**config.mk**
```make
export PLATFORM = sky130hd
export DESIGN_NAME = mch_ram
export DESIGN_NICKNAME = d
export VERILOG_FILES = /design/src/sv/mch_ram.sv
export SDC_FILE = /design/constraint.sdc
export NUM_CORES = 1
export LEC_CHECK = 0
export ABC_AREA = 1
export ABC_CLOCK_PERIOD_IN_PS = 1230
export BUFFER_PORTS_ARGS = -buffer_cell sky130_fd_sc_hd__buf_4
export CAP_MARGIN = 10
export CORE_MARGIN = 1
export CORE_UTILIZATION = 30
export CTS_CLUSTER_SIZE = 16
export DETAILED_ROUTE_END_ITERATION = 6
export GPL_TIMING_DRIVEN = 1
export PLACE_DENSITY = 0.57
export SYNTH_ARGS = -nofsm -noshare
export SYNTH_HDL_FRONTEND = slang
export SYNTH_SLANG_ARGS = --single-unit
```
**constraint.sdc**
```tcl
create_clock -name clk -period 1.23 [get_ports clk]
set_clock_uncertainty 0.2 [all_clocks]
set_input_delay 0.123 -clock clk [delete_from_list [all_inputs] [get_ports clk]]
set_output_delay 0.123 -clock clk [all_outputs]
set_load 0.05 [all_outputs]
```
**src/sv/mch_ram.sv**
```systemverilog
// Generic single-write, single-read RAM with registered read data.
`timescale 1ns / 1ps
module mch_ram #(
  parameter int Width = 8,
  parameter int Depth = 32
) (
  input  logic                     clk,
  input  logic                     we,
  input  logic [$clog2(Depth)-1:0] waddr,
  input  logic [Width-1:0]         wdata,
  input  logic [$clog2(Depth)-1:0] raddr,
  output logic [Width-1:0]         rdata
);
  logic [Width-1:0] mem [Depth];
  always_ff @(posedge clk) begin
    if (we) begin
      mem[waddr] <= wdata;
    end
    rdata <= mem[raddr];
  end
endmodule

```
== Word level (Yosys, flattened, before mapping) ==
Memory sizes are Yosys's and may differ from the RTL's. A register that Yosys moved wholly into a read port is not among the register bits.
Index checks and enable logic that the tools add are counted.
Word-level totals
  bits of input ports: 20
  bits in writable memories: 256
  word-level logic and storage cells: 3
  output and inout bits: 8
  bits in read-only memories: 0
  flip-flop bits (word level): 0
  memories: 1
  bits in latches: 0
Cells by class
  magnitude comparators: 0
  bitwise logic cells: 0
  equality and inequality tests: 0
  reduce and logical (&&, ||, !) cells: 0
  $mul: 0
  divide/modulo/power cells: 0
  add/sub/neg operators: 0
  multiplexer cells: 2
  shift-type cells: 0
Memory list
  mem: words 32, bits a word 8, read ports 1, clocked after memory_dff 1, write ports 1, RTL line 14  | logic [Width-1:0] mem [Depth];
Operators by type and width (number)
  1-bit two-way mux: 2

== Longest topological paths before layout ==
  word-level depth: 2
  depth in mapped cells: 11
  depth with buffers taken out: 9

== Worst setup path after synthesis ==
Ideal clock, no wire load.
  kind: input-to-reg
  start point: in waddr[0]
  end point: mem mem[0][0], enable pin
  data required time: 0.660 ns
  arrival time: 0.787 ns
  stages: 3
  buffers on the path: 0
  library setup time: 0.370 ns
  setup slack: -0.127 ns
  cell sequence: inv_1 -> nand3_1 -> nor2_1
RTL lines
  start, declared: RTL line 9  | input logic [$clog2(Depth)-1:0] waddr,
  end, declared: RTL line 14
No word-level cell before the write port.

== Worst setup path in the final report ==
  start point: reg rdata[3], read port of mem
  end point: out rdata[3]
RTL lines
  start, declared: RTL line 12  | output logic [Width-1:0] rdata
No word-level cell between the ends.

==> results.yml <==
finish:
  utilization_pct: 38.9
  seq_area_sq_um: 7870
  diodes: 0
  drive_above_1_share_pct: 27.0
  fin_cells: 1508
  area_delta_synth_final_pct: 28.0
  design_area_sq_um: 13800
  multi_input_area_sq_um: 2980
  nets: 1045
  nFillCells: 3303
sta:
  min_period_ps: 1400
  rsz0062_at_grt: "yes"
  drv_slew: 0
  worst-slew-pin-transition_ps: 459
  max_freq_ghz: 0.713
  hold_viol_final: 0
  maxSlewHeadroom_pct: 69.4
  setup_ws_ps: -173
  post-route-period-util_pct: 114
  setup_viol: 13
floorplanning:
  rows: 69
  die-area_sq_um: 36700
  die_w_um: 192
  die_h_um: 192
  coreArea_sq_um: 35500
  io_pins: 28
  start_util_pct: 30.4
worst_setup_path:
  crit_path_start_kind: "register"
  cp_slowest_cell: "dfxtp_4"
  arrival_ps: 1080
  cpPeakStageDelay_ps: 380
  crit_family: "flip-flops"
  cp_data_required_time_ps: 910
  crit_chain: "buf_8"
  crit_buf_inv: 1
  path_class: "register to primary output"
  endpoint_kind: "primary output"
  crit_fanout: 1
synth:
  yosys.cell_types.count: 12
  synth_area_leader_cell: "edfxtp_1"
  synth_nets: 942
  syn-cell-area_sq_um: 10800
  synth_top_area_share_pct: 71.3
  seq_area_frac_synth_pct: 72.8
  avgSynthCellArea_sq_um: 11.7
  ys_seq_elements: 264
  ys_warn_count: 0
  syn_inst: 922
  synthTopCellsByArea: "edfxtp_1, nand2_1, nand3_1"
placement:
  dpl.hpwl_mm: 16.9
  placed_area_sq_um: 12100
  dp_slack_ps: -357
  gp_congestion: 0.848
  placed_cells: 1445
  io_buffers: 27
power_and_ir_drop:
  ir_drop_uv: 832
  swShare_pct: 22.1
  p_int_w: 0.0165
  seqPwrFrac_pct: 47.5
  power.density_nw_per_um2: 1540
  comb_power_share_pct: 8.2
  clock_power_share_pct: 44.3
  p_total_w: 0.0212
  switching_power_w: 0.00469
  p_leak_nw: 5.18
drt:
  ant_nets: 0
  post_drt_wl_per_cell_um: 18.3
  finalWirelength_mm: 27.6
  vias_per_cell: 4.72
  drc_errors: 0
  first_pass_iters: 6
  num_vias: 7121
  drt_iter0_markers: 583
run:
  cap_viol_max_count: 0
global_routing:
  grt_start_max_net_pins: 39
  first_global_vias: 6992
  gr-total-overflow: 0
  grt_first_pass_wirelength_mm: 41.9
  grt_usage_pct: 15.2
  antenna_found_initial: 1
cts:
  htreeDepth: 1
  cts_buffers: 28
  clk_latency_ps: 540
  cts_num_sinks: 264
  cts.path.max_buffers: 3
  clockRootBuffer: "clkbuf_16"
  tritoncts: "done"
  clk_pin_slew_worst_paths_ps: 70
outcome:
  status: "complete, but fails checks"
  violations: "negative setup slack"
hold_path:
  hp-class: "input port to register"
==> cells in the final DEF, fill, tap and decap left out, types with 6 or more instances in the layout <==
| cell | count |
|---|---|
| buf_12 | 21 |
| buf_4 | 85 |
| buf_8 | 8 |
| bufinv_16 | 7 |
| clkbuf_16 | 29 |
| clkinvlp_4 | 6 |
| dlygate4sd3_1 | 11 |
| edfxtp_1 | 256 |
| inv_1 | 8 |
| nand2_1 | 336 |
| nand2_2 | 24 |
| nand3_1 | 121 |
| nand3_2 | 82 |
| nor2_1 | 30 |
==> sequential cells by signal (all words and copies together) (netlist names) <==
signal,flops
mem,256
rdata,8
==> cell usage after synthesis <==
cell type  count
buf_1          2
buf_2         15
buf_4          4
buf_6         24
clkbuf_1       7
dfxtp_1        8
edfxtp_1     256
inv_1          8
inv_2          2
nand2_1      360
nand3_1      204
nor2_1        32
==> repair_timing <==
item                                    in CTS  in global routing
resized for setup                           86                 51
endpoints found under the setup margin      16                 16
hold buffers                                11                  0
setup buffers                                0                  0
hold endpoints to repair                   264                  0
pin swaps                                   48                 70
==> layer usage <==
layer | share of wire, % | wire length (um) | track usage [%]
met4 | 1.9 | 530 | 4.21
met5 | 0.047 | 13 | 0
met2 | 46 | 12600 | 23.9
met3 | 4.8 | 1320 | 1.70
met1 | 48 | 13100 | 22.3
==> power groups by stage <==
stage / registers (W) / logic [W] / clock network (W)
6_report: 0.0101 / 0.00175 / 0.00939
4_1_cts: 0.0101 / 0.00170 / 0.00952
3_3_place_gp: 0.0103 / 0.00153 / 0
5_1_grt: 0.0101 / 0.00190 / 0.00984
2_1_floorplan: 0.0103 / 0.000722 / 0
3_5_place_dp: 0.0102 / 0.00155 / 0
==> metrics by stage <==
step	TNS (ps)	hold WS, ps
5_1_grt	-2120	80.9
4_1_cts	-1460	27.4
2_1_floorplan	-28530	21.9
3_3_place_gp	-45500	230
3_5_place_dp	-49130	228
6_report	-1290	40.3
==> worst paths after layout <==
check	end	depth (start not counted)	slack (ps)	startpoint
max	rdata[3]	1	-170	rdata[3]$_DFF_P_
min	rdata[2]$_DFF_P_	8	40	raddr[2]
max reg2reg	rdata[7]$_DFF_P_	8	-30	mem[5][7]$_DFFE_PP_
min reg2reg	rdata[6]$_DFF_P_	8	570	mem[18][6]$_DFFE_PP_
==> logic make-up (layout without fill, tap and decap cells) <==
logic type / after synthesis / after routing / synth area share (%)
DFF: 264 / 264 / 72.8
buffers and inverters: 62 / 187 / 4.14
and+or+nand+nor: 596 / 596 / 23.1
==> final cells by class <==
class | instances | share of cell area, %
tap | 461 | 4.18
sequential | 264 | 57.0
multi-input combinational | 596 | 21.6
inverter | 10 | 0.290
timing repair buffer | 125 | 9.33
clock buffer | 32 | 5.48
clock inverter | 20 | 2.12
Note: power is estimated with default switching activity, not from simulation.
